File: config.mk
export PLATFORM = sky130hd
export DESIGN_NAME = ring_protection_transit_node
export DESIGN_NICKNAME = d
export VERILOG_FILES = /design/src/rtl/core/rptn_pkg.sv /design/src/rtl/core/rptn_cfg.sv /design/src/rtl/core/rptn_front.sv /design/src/rtl/core/rptn_queue.sv /design/src/rtl/core/rptn_back.sv /design/src/rtl/core/ring_protection_transit_node.sv
export SDC_FILE = /design/constraint.sdc
export NUM_CORES = 1
export LEC_CHECK = 0
export BUFFER_PORTS_ARGS = -buffer_cell sky130_fd_sc_hd__buf_2
export CAP_MARGIN = 20
export CORE_MARGIN = 10
export CORE_UTILIZATION = 51
export DETAILED_ROUTE_END_ITERATION = 16
export PLACE_DENSITY_LB_ADDON = 0.05
export SLEW_MARGIN = 10
export SYNTH_ARGS = -nofsm -noshare
export SYNTH_HDL_FRONTEND = slang
export SYNTH_SLANG_ARGS = --single-unit
export TNS_END_PERCENT = 30
File: constraint.sdc
create_clock -name clock -period 2.8 [get_ports clock]
set_clock_uncertainty 0.05 [all_clocks]
set_input_delay 0.56 -clock clock [delete_from_list [all_inputs] [get_ports clock]]
set_output_delay 0.56 -clock clock [all_outputs]
set_load 0.05 [all_outputs]
File: src/rtl/core/rptn_pkg.sv
package rptn_pkg;

   typedef enum logic [1:0] {
      MODE_DOWN = 2'd0,
      MODE_PRE  = 2'd1,
      MODE_UP   = 2'd2
   } mode_type;

   typedef enum logic [2:0] {
      CMD_NONE     = 3'd0,
      CMD_BLOCK    = 3'd1,
      CMD_RELEASE  = 3'd2,
      CMD_FLUSH    = 3'd3,
      CMD_LINKUP   = 3'd4,
      CMD_LINKDOWN = 3'd5,
      CMD_FORWARD  = 3'd6
   } cmd_type;

   localparam logic [1:0] ACT_LINK  = 2'd0;
   localparam logic [1:0] ACT_FRAME = 2'd1;
   localparam logic [1:0] ACT_TICK  = 2'd2;

   localparam int CSR_IDX_W  = 3;
   localparam int CSR_DATA_W = 16;

   localparam logic [CSR_IDX_W-1:0] REG_DOMAIN         = 3'd0;
   localparam logic [CSR_IDX_W-1:0] REG_RING_ID        = 3'd1;
   localparam logic [CSR_IDX_W-1:0] REG_PRIMARY_PORT   = 3'd2;
   localparam logic [CSR_IDX_W-1:0] REG_SECONDARY_PORT = 3'd3;
   localparam logic [CSR_IDX_W-1:0] REG_CONTROL_VLAN   = 3'd4;
   localparam logic [CSR_IDX_W-1:0] REG_HELLO_CODE     = 3'd5;
   localparam logic [CSR_IDX_W-1:0] REG_COMMON_FLUSH   = 3'd6;
   localparam logic [CSR_IDX_W-1:0] REG_COMPLETE_FLUSH = 3'd7;

   localparam logic [39:0] MAC_PREFIX = 40'h01_80_C2_00_00;
   localparam logic [7:0]  CODE_LOW   = 8'h11;
   localparam logic [7:0]  CODE_HIGH  = 8'h1F;
   localparam logic [15:0] TPID_VLAN  = 16'h8100;

   // at most three actions per event
   localparam int NUM_SLOTS = 3;
   localparam int SLOT_W    = 2;

   typedef struct packed {
      logic [15:0] ring_domain;
      logic [15:0] ring_id;
      logic [5:0]  primary_port;
      logic [5:0]  secondary_port;
      logic [11:0] control_vlan;
      logic [7:0]  hello_code;
      logic [7:0]  common_flush_code;
      logic [7:0]  complete_flush_code;
   } cfg_type;

   typedef struct packed {
      logic [1:0]  action;
      logic        primary_link;
      logic        secondary_link;
      logic [47:0] dest_mac;
      logic        tag_present;
      logic [5:0]  source_port_index;
      logic [15:0] tag_protocol_id;
      logic [11:0] frame_vlan;
      logic [15:0] frame_domain;
      logic [15:0] frame_ring;
   } req_type;

   // one event's worth of results
   typedef struct packed {
      logic [NUM_SLOTS-1:0][2:0] cmd;
      logic [NUM_SLOTS-1:0][5:0] port;
      logic [SLOT_W-1:0]         count;
      logic [1:0]                mode;
   } rec_type;

endpackage

File: src/rtl/core/rptn_cfg.sv
module rptn_cfg (
   input  logic                            clock,
   input  logic                            reset,
   input  logic                            csr_valid,
   input  logic [rptn_pkg::CSR_IDX_W-1:0]  csr_index,
   input  logic [rptn_pkg::CSR_DATA_W-1:0] csr_wdata,
   output rptn_pkg::cfg_type               cfg
);

   rptn_pkg::cfg_type cfg_ff, cfg_in;

   always_comb begin
      cfg_in = cfg_ff;
      if (csr_valid) begin
         unique case (csr_index)
            rptn_pkg::REG_DOMAIN:         cfg_in.ring_domain         = csr_wdata;
            rptn_pkg::REG_RING_ID:        cfg_in.ring_id             = csr_wdata;
            rptn_pkg::REG_PRIMARY_PORT:   cfg_in.primary_port        = csr_wdata[5:0];
            rptn_pkg::REG_SECONDARY_PORT: cfg_in.secondary_port      = csr_wdata[5:0];
            rptn_pkg::REG_CONTROL_VLAN:   cfg_in.control_vlan        = csr_wdata[11:0];
            rptn_pkg::REG_HELLO_CODE:     cfg_in.hello_code          = csr_wdata[7:0];
            rptn_pkg::REG_COMMON_FLUSH:   cfg_in.common_flush_code   = csr_wdata[7:0];
            rptn_pkg::REG_COMPLETE_FLUSH: cfg_in.complete_flush_code = csr_wdata[7:0];
            default: ;
         endcase
      end
   end

   always_ff @(posedge clock) begin
      if (reset) begin
         cfg_ff.ring_domain         <= 16'd0;
         cfg_ff.ring_id             <= 16'd0;
         cfg_ff.primary_port        <= 6'd1;
         cfg_ff.secondary_port      <= 6'd2;
         cfg_ff.control_vlan        <= 12'd1;
         cfg_ff.hello_code          <= 8'd21;
         cfg_ff.common_flush_code   <= 8'd23;
         cfg_ff.complete_flush_code <= 8'd24;
      end else begin
         cfg_ff <= cfg_in;
      end
   end

   assign cfg = cfg_ff;

endmodule

File: src/rtl/core/rptn_front.sv
module rptn_front #(
   parameter int TIMEOUT_TICKS = 30
) (
   input  logic              clock,
   input  logic              reset,
   input  rptn_pkg::cfg_type cfg,
   input  logic              req_valid,
   input  rptn_pkg::req_type req,
   input  logic              queue_full,
   output logic              push,
   output rptn_pkg::rec_type rec
);

   localparam int CntW = $clog2(TIMEOUT_TICKS + 1);
   localparam logic [CntW-1:0] TimeoutLim = CntW'(TIMEOUT_TICKS);

   rptn_pkg::mode_type mode_ff, mode_in;
   logic               init_ff, init_in;
   logic               plink_ff, plink_in;
   logic               slink_ff, slink_in;
   logic [5:0]         blocked_ff, blocked_in;
   logic [CntW-1:0]    cnt_ff, cnt_in;

   logic [6:0] ingress_port;
   logic       src_primary;
   logic       frame_ok;
   logic [7:0] code;
   logic [5:0] fwd_port;

   assign push = req_valid && !queue_full;

   assign code         = req.dest_mac[7:0];
   assign ingress_port = {1'b0, req.source_port_index} + 7'd1;
   assign src_primary  = (ingress_port == {1'b0, cfg.primary_port});
   // primary wins when both ring ports are configured equal
   assign fwd_port     = src_primary ? cfg.secondary_port : cfg.primary_port;

   assign frame_ok = (req.dest_mac[47:8] == rptn_pkg::MAC_PREFIX)
                  && (code >= rptn_pkg::CODE_LOW) && (code <= rptn_pkg::CODE_HIGH)
                  && req.tag_present
                  && (src_primary || (ingress_port == {1'b0, cfg.secondary_port}))
                  && (req.tag_protocol_id == rptn_pkg::TPID_VLAN)
                  && (req.frame_vlan == cfg.control_vlan)
                  && (req.frame_domain == cfg.ring_domain)
                  && (req.frame_ring == cfg.ring_id);

   always_comb begin
      mode_in    = mode_ff;
      init_in    = init_ff;
      plink_in   = plink_ff;
      slink_in   = slink_ff;
      blocked_in = blocked_ff;
      cnt_in     = cnt_ff;
      rec.cmd    = '0;
      rec.port   = '0;
      rec.count  = rptn_pkg::SLOT_W'(1);

      case (req.action)
         rptn_pkg::ACT_LINK: begin
            if (!init_ff) begin
               init_in = 1'b1;
               mode_in = (req.primary_link && req.secondary_link) ?
                         rptn_pkg::MODE_UP : rptn_pkg::MODE_DOWN;
            end else begin
               if (req.primary_link != plink_ff) begin
                  if (mode_in == rptn_pkg::MODE_DOWN && req.primary_link) begin
                     if (req.secondary_link) begin
                        mode_in     = rptn_pkg::MODE_PRE;
                        blocked_in  = cfg.primary_port;
                        rec.cmd[0]  = rptn_pkg::CMD_BLOCK;
                        rec.port[0] = cfg.primary_port;
                        rec.cmd[1]  = rptn_pkg::CMD_LINKUP;
                        rec.port[1] = cfg.secondary_port;
                        rec.count   = rptn_pkg::SLOT_W'(2);
                     end
                  end else if (mode_in == rptn_pkg::MODE_UP && !req.primary_link) begin
                     mode_in     = rptn_pkg::MODE_DOWN;
                     rec.cmd[0]  = rptn_pkg::CMD_LINKDOWN;
                     rec.port[0] = cfg.secondary_port;
                  end
               end
               // the secondary can only act when the primary step emitted nothing
               if (req.secondary_link != slink_ff) begin
                  if (mode_in == rptn_pkg::MODE_DOWN && req.secondary_link) begin
                     if (req.primary_link) begin
                        mode_in     = rptn_pkg::MODE_PRE;
                        blocked_in  = cfg.secondary_port;
                        rec.cmd[0]  = rptn_pkg::CMD_BLOCK;
                        rec.port[0] = cfg.secondary_port;
                        rec.cmd[1]  = rptn_pkg::CMD_LINKUP;
                        rec.port[1] = cfg.primary_port;
                        rec.count   = rptn_pkg::SLOT_W'(2);
                     end
                  end else if (mode_in == rptn_pkg::MODE_UP && !req.secondary_link) begin
                     mode_in     = rptn_pkg::MODE_DOWN;
                     rec.cmd[0]  = rptn_pkg::CMD_LINKDOWN;
                     rec.port[0] = cfg.primary_port;
                  end
               end
            end
            plink_in = req.primary_link;
            slink_in = req.secondary_link;
         end
         rptn_pkg::ACT_FRAME: begin
            if (frame_ok) begin
               if (code == cfg.hello_code) begin
                  rec.cmd[0]  = rptn_pkg::CMD_FORWARD;
                  rec.port[0] = fwd_port;
               end else if (code == cfg.common_flush_code) begin
                  rec.cmd[0] = rptn_pkg::CMD_FLUSH;
               end else if (code == cfg.complete_flush_code) begin
                  rec.cmd[0]  = rptn_pkg::CMD_FORWARD;
                  rec.port[0] = fwd_port;
                  cnt_in      = '0;
                  if (mode_ff == rptn_pkg::MODE_PRE) begin
                     mode_in     = rptn_pkg::MODE_UP;
                     rec.cmd[1]  = rptn_pkg::CMD_RELEASE;
                     rec.port[1] = blocked_ff;
                     rec.cmd[2]  = rptn_pkg::CMD_FLUSH;
                     rec.count   = rptn_pkg::SLOT_W'(3);
                  end
               end
            end
         end
         rptn_pkg::ACT_TICK: begin
            if (mode_ff == rptn_pkg::MODE_PRE) begin
               if (cnt_ff >= TimeoutLim) begin
                  cnt_in      = '0;
                  mode_in     = rptn_pkg::MODE_UP;
                  rec.cmd[0]  = rptn_pkg::CMD_RELEASE;
                  rec.port[0] = blocked_ff;
                  rec.cmd[1]  = rptn_pkg::CMD_FLUSH;
                  rec.count   = rptn_pkg::SLOT_W'(2);
               end else begin
                  cnt_in = cnt_ff + CntW'(1);
               end
            end else begin
               cnt_in = '0;
            end
         end
         default: ;
      endcase

      rec.mode = mode_in;
   end

   always_ff @(posedge clock) begin
      if (reset) begin
         mode_ff    <= rptn_pkg::MODE_DOWN;
         init_ff    <= 1'b0;
         plink_ff   <= 1'b0;
         slink_ff   <= 1'b0;
         blocked_ff <= 6'd0;
         cnt_ff     <= '0;
      end else if (push) begin
         mode_ff    <= mode_in;
         init_ff    <= init_in;
         plink_ff   <= plink_in;
         slink_ff   <= slink_in;
         blocked_ff <= blocked_in;
         cnt_ff     <= cnt_in;
      end
   end

endmodule

File: src/rtl/core/rptn_queue.sv
module rptn_queue (
   input  logic              clock,
   input  logic              reset,
   input  logic              push,
   input  rptn_pkg::rec_type wr_rec,
   output logic              full,
   input  logic              pop,
   output rptn_pkg::rec_type rd_rec,
   output logic              empty
);

   localparam int Depth = 2;
   localparam int PtrW  = $clog2(Depth);
   localparam int CntW  = $clog2(Depth + 1);

   rptn_pkg::rec_type slot_ff [Depth];
   logic [PtrW-1:0]   wr_ptr_ff, wr_ptr_in;
   logic [PtrW-1:0]   rd_ptr_ff, rd_ptr_in;
   logic [CntW-1:0]   cnt_ff, cnt_in;
   logic              do_push, do_pop;

   assign full    = (cnt_ff == CntW'(Depth));
   assign empty   = (cnt_ff == '0);
   assign do_push = push && !full;
   assign do_pop  = pop && !empty;
   assign rd_rec  = slot_ff[rd_ptr_ff];

   always_comb begin
      wr_ptr_in = do_push ? wr_ptr_ff + PtrW'(1) : wr_ptr_ff;
      rd_ptr_in = do_pop ? rd_ptr_ff + PtrW'(1) : rd_ptr_ff;
      cnt_in    = cnt_ff;
      if (do_push && !do_pop) begin
         cnt_in = cnt_ff + CntW'(1);
      end else if (do_pop && !do_push) begin
         cnt_in = cnt_ff - CntW'(1);
      end
   end

   always_ff @(posedge clock) begin
      if (do_push) begin
         slot_ff[wr_ptr_ff] <= wr_rec;
      end
   end

   always_ff @(posedge clock) begin
      if (reset) begin
         wr_ptr_ff <= '0;
         rd_ptr_ff <= '0;
         cnt_ff    <= '0;
      end else begin
         wr_ptr_ff <= wr_ptr_in;
         rd_ptr_ff <= rd_ptr_in;
         cnt_ff    <= cnt_in;
      end
   end

endmodule

File: src/rtl/core/rptn_back.sv
module rptn_back (
   input  logic              clock,
   input  logic              reset,
   input  logic              queue_empty,
   input  rptn_pkg::rec_type head,
   output logic              pop,
   output logic              rsp_valid,
   input  logic              rsp_stall,
   output logic [2:0]        rsp_command,
   output logic [5:0]        rsp_target_port,
   output logic [1:0]        rsp_node_state,
   output logic              rsp_last
);

   logic                        valid_ff;
   rptn_pkg::rec_type           rec_ff;
   logic [rptn_pkg::SLOT_W-1:0] idx_ff;
   logic                        last;
   logic                        taken;
   logic                        load;

   assign last  = (idx_ff == rec_ff.count - rptn_pkg::SLOT_W'(1));
   assign taken = valid_ff && !rsp_stall;
   // pull the next event when none is held, or once the final item of the current one is taken
   assign load  = !valid_ff || (taken && last);
   assign pop   = load && !queue_empty;

   always_ff @(posedge clock) begin
      if (pop) begin
         rec_ff <= head;
      end
   end

   always_ff @(posedge clock) begin
      if (reset) begin
         valid_ff <= 1'b0;
         idx_ff   <= '0;
      end else if (load) begin
         valid_ff <= !queue_empty;
         idx_ff   <= '0;
      end else if (taken) begin
         idx_ff <= idx_ff + rptn_pkg::SLOT_W'(1);
      end
   end

   assign rsp_valid       = valid_ff;
   assign rsp_command     = rec_ff.cmd[idx_ff];
   assign rsp_target_port = rec_ff.port[idx_ff];
   assign rsp_node_state  = rec_ff.mode;
   assign rsp_last        = last;

endmodule

File: src/rtl/core/ring_protection_transit_node.sv
// Ring protection transit node.
// req_ channel: one event per item (link sample, parsed frame header or
// 100 ms tick). The item is taken at a clock edge with req_valid high and
// req_stall low. The node state is updated in the cycle the item is taken.
// rsp_ channel: each event yields one to three items (command, target port,
// node state after the event), the final one flagged by rsp_last. An event
// with no action yields a single item with command none.
// csr_ channel: csr_ready is always high; index 0..7 selects domain, ring,
// primary port, secondary port, control VLAN, hello, common flush and
// complete flush codes. Write only while no event is in flight.
// The event is written to the event queue, then loaded into the output
// register, which raises rsp_valid for its first result. Rates: one event
// per cycle at the input while the queue is not full, one result per cycle
// at the output while rsp_stall is low; a two-entry event queue decouples
// the two sides.
// rsp_stall holds the current result; the queue keeps taking events until
// it is full, then req_stall rises.
// Reset (synchronous): node down, links treated as not yet sampled,
// registers back to their defaults, queue and output emptied.
module ring_protection_transit_node #(
   parameter int TIMEOUT_TICKS = 30
) (
   input  logic                            clock,
   input  logic                            reset,

   input  logic                            req_valid,
   output logic                            req_stall,
   input  logic [1:0]                      req_action,
   input  logic                            req_primary_link,
   input  logic                            req_secondary_link,
   input  logic [47:0]                     req_dest_mac,
   input  logic                            req_tag_present,
   input  logic [5:0]                      req_source_port_index,
   input  logic [15:0]                     req_tag_protocol_id,
   input  logic [11:0]                     req_frame_vlan,
   input  logic [15:0]                     req_frame_domain,
   input  logic [15:0]                     req_frame_ring,

   output logic                            rsp_valid,
   input  logic                            rsp_stall,
   output logic [2:0]                      rsp_command,
   output logic [5:0]                      rsp_target_port,
   output logic [1:0]                      rsp_node_state,
   output logic                            rsp_last,

   input  logic                            csr_valid,
   output logic                            csr_ready,
   input  logic [rptn_pkg::CSR_IDX_W-1:0]  csr_index,
   input  logic [rptn_pkg::CSR_DATA_W-1:0] csr_wdata
);

   rptn_pkg::cfg_type cfg;
   rptn_pkg::req_type req;
   rptn_pkg::rec_type wr_rec;
   rptn_pkg::rec_type head;
   logic              push;
   logic              pop;
   logic              queue_full;
   logic              queue_empty;

   assign csr_ready = 1'b1;
   assign req_stall = queue_full;

   assign req.action            = req_action;
   assign req.primary_link      = req_primary_link;
   assign req.secondary_link    = req_secondary_link;
   assign req.dest_mac          = req_dest_mac;
   assign req.tag_present       = req_tag_present;
   assign req.source_port_index = req_source_port_index;
   assign req.tag_protocol_id   = req_tag_protocol_id;
   assign req.frame_vlan        = req_frame_vlan;
   assign req.frame_domain      = req_frame_domain;
   assign req.frame_ring        = req_frame_ring;

   rptn_cfg u_cfg (
      .clock     (clock),
      .reset     (reset),
      .csr_valid (csr_valid),
      .csr_index (csr_index),
      .csr_wdata (csr_wdata),
      .cfg       (cfg)
   );

   rptn_front #(
      .TIMEOUT_TICKS (TIMEOUT_TICKS)
   ) u_front (
      .clock      (clock),
      .reset      (reset),
      .cfg        (cfg),
      .req_valid  (req_valid),
      .req        (req),
      .queue_full (queue_full),
      .push       (push),
      .rec        (wr_rec)
   );

   rptn_queue u_queue (
      .clock  (clock),
      .reset  (reset),
      .push   (push),
      .wr_rec (wr_rec),
      .full   (queue_full),
      .pop    (pop),
      .rd_rec (head),
      .empty  (queue_empty)
   );

   rptn_back u_back (
      .clock           (clock),
      .reset           (reset),
      .queue_empty     (queue_empty),
      .head            (head),
      .pop             (pop),
      .rsp_valid       (rsp_valid),
      .rsp_stall       (rsp_stall),
      .rsp_command     (rsp_command),
      .rsp_target_port (rsp_target_port),
      .rsp_node_state  (rsp_node_state),
      .rsp_last        (rsp_last)
   );

   // a quiet event is always a single item
   a_none_is_last: assert property (@(posedge clock) disable iff (reset)
      rsp_valid && rsp_command == rptn_pkg::CMD_NONE |-> rsp_last)
      else $error("command none not marked last");

   a_portless_cmd: assert property (@(posedge clock) disable iff (reset)
      rsp_valid && (rsp_command == rptn_pkg::CMD_NONE || rsp_command == rptn_pkg::CMD_FLUSH)
      |-> rsp_target_port == 6'd0)
      else $error("flush or none with nonzero port");

   a_block_pre: assert property (@(posedge clock) disable iff (reset)
      rsp_valid && rsp_command == rptn_pkg::CMD_BLOCK |-> rsp_node_state == rptn_pkg::MODE_PRE)
      else $error("block issued outside preforwarding");

   a_release_up: assert property (@(posedge clock) disable iff (reset)
      rsp_valid && rsp_command == rptn_pkg::CMD_RELEASE
      |-> rsp_node_state == rptn_pkg::MODE_UP && !rsp_last)
      else $error("release must lead to up and be followed by flush");

endmodule

==> summary.md <==
| Metric | Value |
|---|---|
| CTS Buf Count | `17` |
| Area contributors post-synth | `edfxtp_1, dfxtp_1, nand2_1, xnor2_1, a21oi_1` |
| Post-DP HPWL | `16,400 µm` |
| Leakage | `4.061 nW` |
| Slew at the pin closest to its max-slew limit | `0.8708 ns` |
| Post-route setup TNS | `0 ns` |
| Tcrit/Tclk final | `94.80%` |
| Status | `finished clean` |
| Routed len/inst | `16.90 µm` |
| RD Place Congestion | `0.8919` |
| DR vias/cell | `5.316` |
| Final setup viols | `0` |
| Final ANT Viol Nets | `0` |
| Count of boundary I/O pins | `158` |
| Syn Area/Cell | `9.825 µm²` |
| Crit path time final | `2.654 ns` |
| CTS root buf | `clkbuf_16` |
| RSZ-0062 raised after global routing | `no` |
| Post-Syn Area | `0.008538 mm²` |
| Fin. Hold Viols | `0` |
| Commonest non-fill, non-tap cell in the layout | `buf_2` |
| Routed WL | `21,800 µm` |
| Pre-Repair DR Iteration Count | `5` |
| Ys flop type | `dfxtp_1` |
| Slew margin rel. | `41.94%` |
| Leading cell types in the layout, fill and taps excluded | `buf_2, nand2_1, dfxtp_1` |
| Synthesized net count | `1,020` |
| Compound-cell area share of the yosys netlist | `12.32%` |
| Worst min path class | `input pin to flip-flop` |
| Via count | `6,857` |
| Final layout net count | `1,208` |
| Die area | `0.02232 mm²` |
| Endpoint class of the critical path | `flip-flop` |
| Max-cap violations | `0` |
| Worst vdd ir | `0.4352 mV` |
| Row cnt | `47` |
| Max-slew violations | `0` |
| WS Path Type | `input pin to flip-flop` |
| Netlist cell types | `66` |
| Vias in the first global route | `6,934` |
| Critical Path Start Type | `input pin` |
| Yosys reg bits | `172` |
| H-tree levels | `4` |
| Fraction of layout cells with a size suffix above 1 | `27.22%` |
| Crit path arrival time | `2.77 ns` |
| First-pass GRT wire length | `35,120 µm` |
| Area leader, netlist | `edfxtp_1` |
| Register area share after synthesis | `48.42%` |
| Post-synth top area share | `24.27%` |
| Synth Instances | `869` |
| # DRC | `0` |
| Power per Cell Area | `661.7 mW/mm²` |
| Async SR Flop Fraction | `0%` |
| Post-synth EDFFs | `69` |
| Fin util | `63.31%` |
| WP data required | `2.92 ns` |
| Mux share of post-synthesis cell area | `7.371%` |
| Hold-fix buffers, CTS | `0` |
| Worst skew pair latency | `0.43 ns` |
| Initial Util | `51.67%` |
| Total track usage | `19.41%` |
| Synthesis Warnings | `0` |
| Largest net degree at the start of global routing | `83` |
| # clock sinks | `172` |
| Port bufs | `156` |
| Initial antenna violation count | `0` |
| Die H | `149.4 µm` |
| CTS max path bufs | `2` |
| Synth Area in XOR/XNOR | `8.705%` |
| DIE WIDTH | `149.4 µm` |
| Worst-path maximum fanout | `4` |
| Core ar. | `0.01652 mm²` |
| DRT iter0 DRCs | `446` |
| Simple-Gate Fraction of Synth Area | `18.92%` |
| Largest family of logic cells by synthesized area | `simple AND/OR/NAND/NOR gates` |
| Synth Area in Adders | `1.172%` |
| WHS | `0.3333 ns` |
| Area Overhead vs Synth | `22.54%` |
| CTS tree | `done` |
| Overflow after GRT | `0` |
| Clock transition at path regs | `0.07 ns` |
| Maximum clock rate | `376.7 MHz` |
sequential cells by signal (all words and copies together), names as in the netlist:
name	count
u_cfg.cfg	80
u_queue.slot_ff	46
u_back.rec_ff	21
u_front.blocked_ff	6
u_front.cnt_ff	5
u_back.idx_ff	2
u_back.rsp_node_state	2
u_front.mode_ff	2
u_queue.cnt_ff	2
u_back.rsp_valid	1
u_front.init_ff	1
u_front.plink_ff	1
u_front.slink_ff	1
u_queue.rd_ptr_ff	1
u_queue.wr_ptr_ff	1
routing by layer:
metal	vias to the layer above	share of wire [%]	GRT usage, %
met5	-	0	0
met4	0	1.2	5.986
met2	166	52	33.88
li1	3484	-	-
met3	22	4.4	3.671
met1	3185	43	23.60
per-stage QoR:
stage          power [W]  instances  cell area (µm²)  setup slack, ns
2_1_floorplan   0.004231        869             8538          0.01531
3_3_place_gp    0.004688       1257             9857          -0.2138
3_5_place_dp    0.004707       1257             9857          -0.2839
4_1_cts         0.006971       1288            10430           0.1347
5_1_grt         0.007222       1289            10460          0.01156
6_report        0.006923       1290            10460           0.1456
path summary, 6_finish.rpt:
kind / startpoint / endpoint / slack [ns] / cells after the start
max reg2reg: u_cfg.cfg[0]$_SDFFE_PP0P_ / u_queue.slot_ff[1][11]$_DFFE_PP_ / 0.20 / 8
max: req_dest_mac[9] / u_queue.slot_ff[1][0]$_DFFE_PP_ / 0.15 / 9
min reg2reg: u_cfg.cfg[26]$_SDFFE_PP0P_ / u_cfg.cfg[26]$_SDFFE_PP0P_ / 0.42 / 2
min: csr_wdata[13] / u_cfg.cfg[61]$_SDFFE_PP0P_ / 0.33 / 3
where the power goes:
part | switching, W | internal, W | total (W)
registers | 0.000112 | 0.00301 | 0.00312
clock network | 0.000954 | 0.00133 | 0.00228
logic | 0.000988 | 0.000534 | 0.00152
total | 0.00205 | 0.00487 | 0.00692
cells in the mapped netlist (7+ instances only):
library cell and n:
nor2_1 65, a22oi_1 18, nand4_1 15, o2bb2ai_1 9, nand2b_1 12, a211o_1 12, nor3_1 9, dfxtp_1 103
inv_1 20, ha_1 8, mux2_2 23, xor2_1 31, nor2b_1 19, xnor2_1 46, o21ai_0 19, nand2_1 134
edfxtp_1 69, nand3_1 14, clkbuf_1 36, a21oi_1 70, mux2i_1 34, nor4_1 17, a22o_1 7
area by class of cell:
class / instances / area, µm²
fillers: 1394 / 6062
inverters: 22 / 82.58
well taps: 220 / 275.3
diodes: 1 / 2.502
flip-flops and latches: 172 / 4134
multi-input cells: 631 / 4170
clock buffers: 22 / 488.0
clock inverters: 9 / 86.33
repair buffers: 213 / 1224
worst max-delay path: stages:
cell,delay (ns)
buf_2,0.09
nor4_1,0.26
buf_4,0.17
o2111ai_2,0.15
nor4_1,0.36
nand4_1,0.26
a2111oi_4,0.50
a21oi_1,0.15
o31a_1,0.27
logic make-up (layout without fill, tap and decap cells):
family	Yosys count	in the layout
DFF	172	172
other	1	2
adders and majority gates	8	8
buffers and inverters	66	266
and+or+nand+nor	324	324
muxes	59	59
AOI/OAI and AO/OA	159	159
xor gates and xnor gates	80	80
repair_timing:
action / in CTS / in global routing
resized for setup: 0 / 4
setup buffers: 0 / 1
setup endpoints to repair: 0 / 16
(Power assumes the default switching activity.)
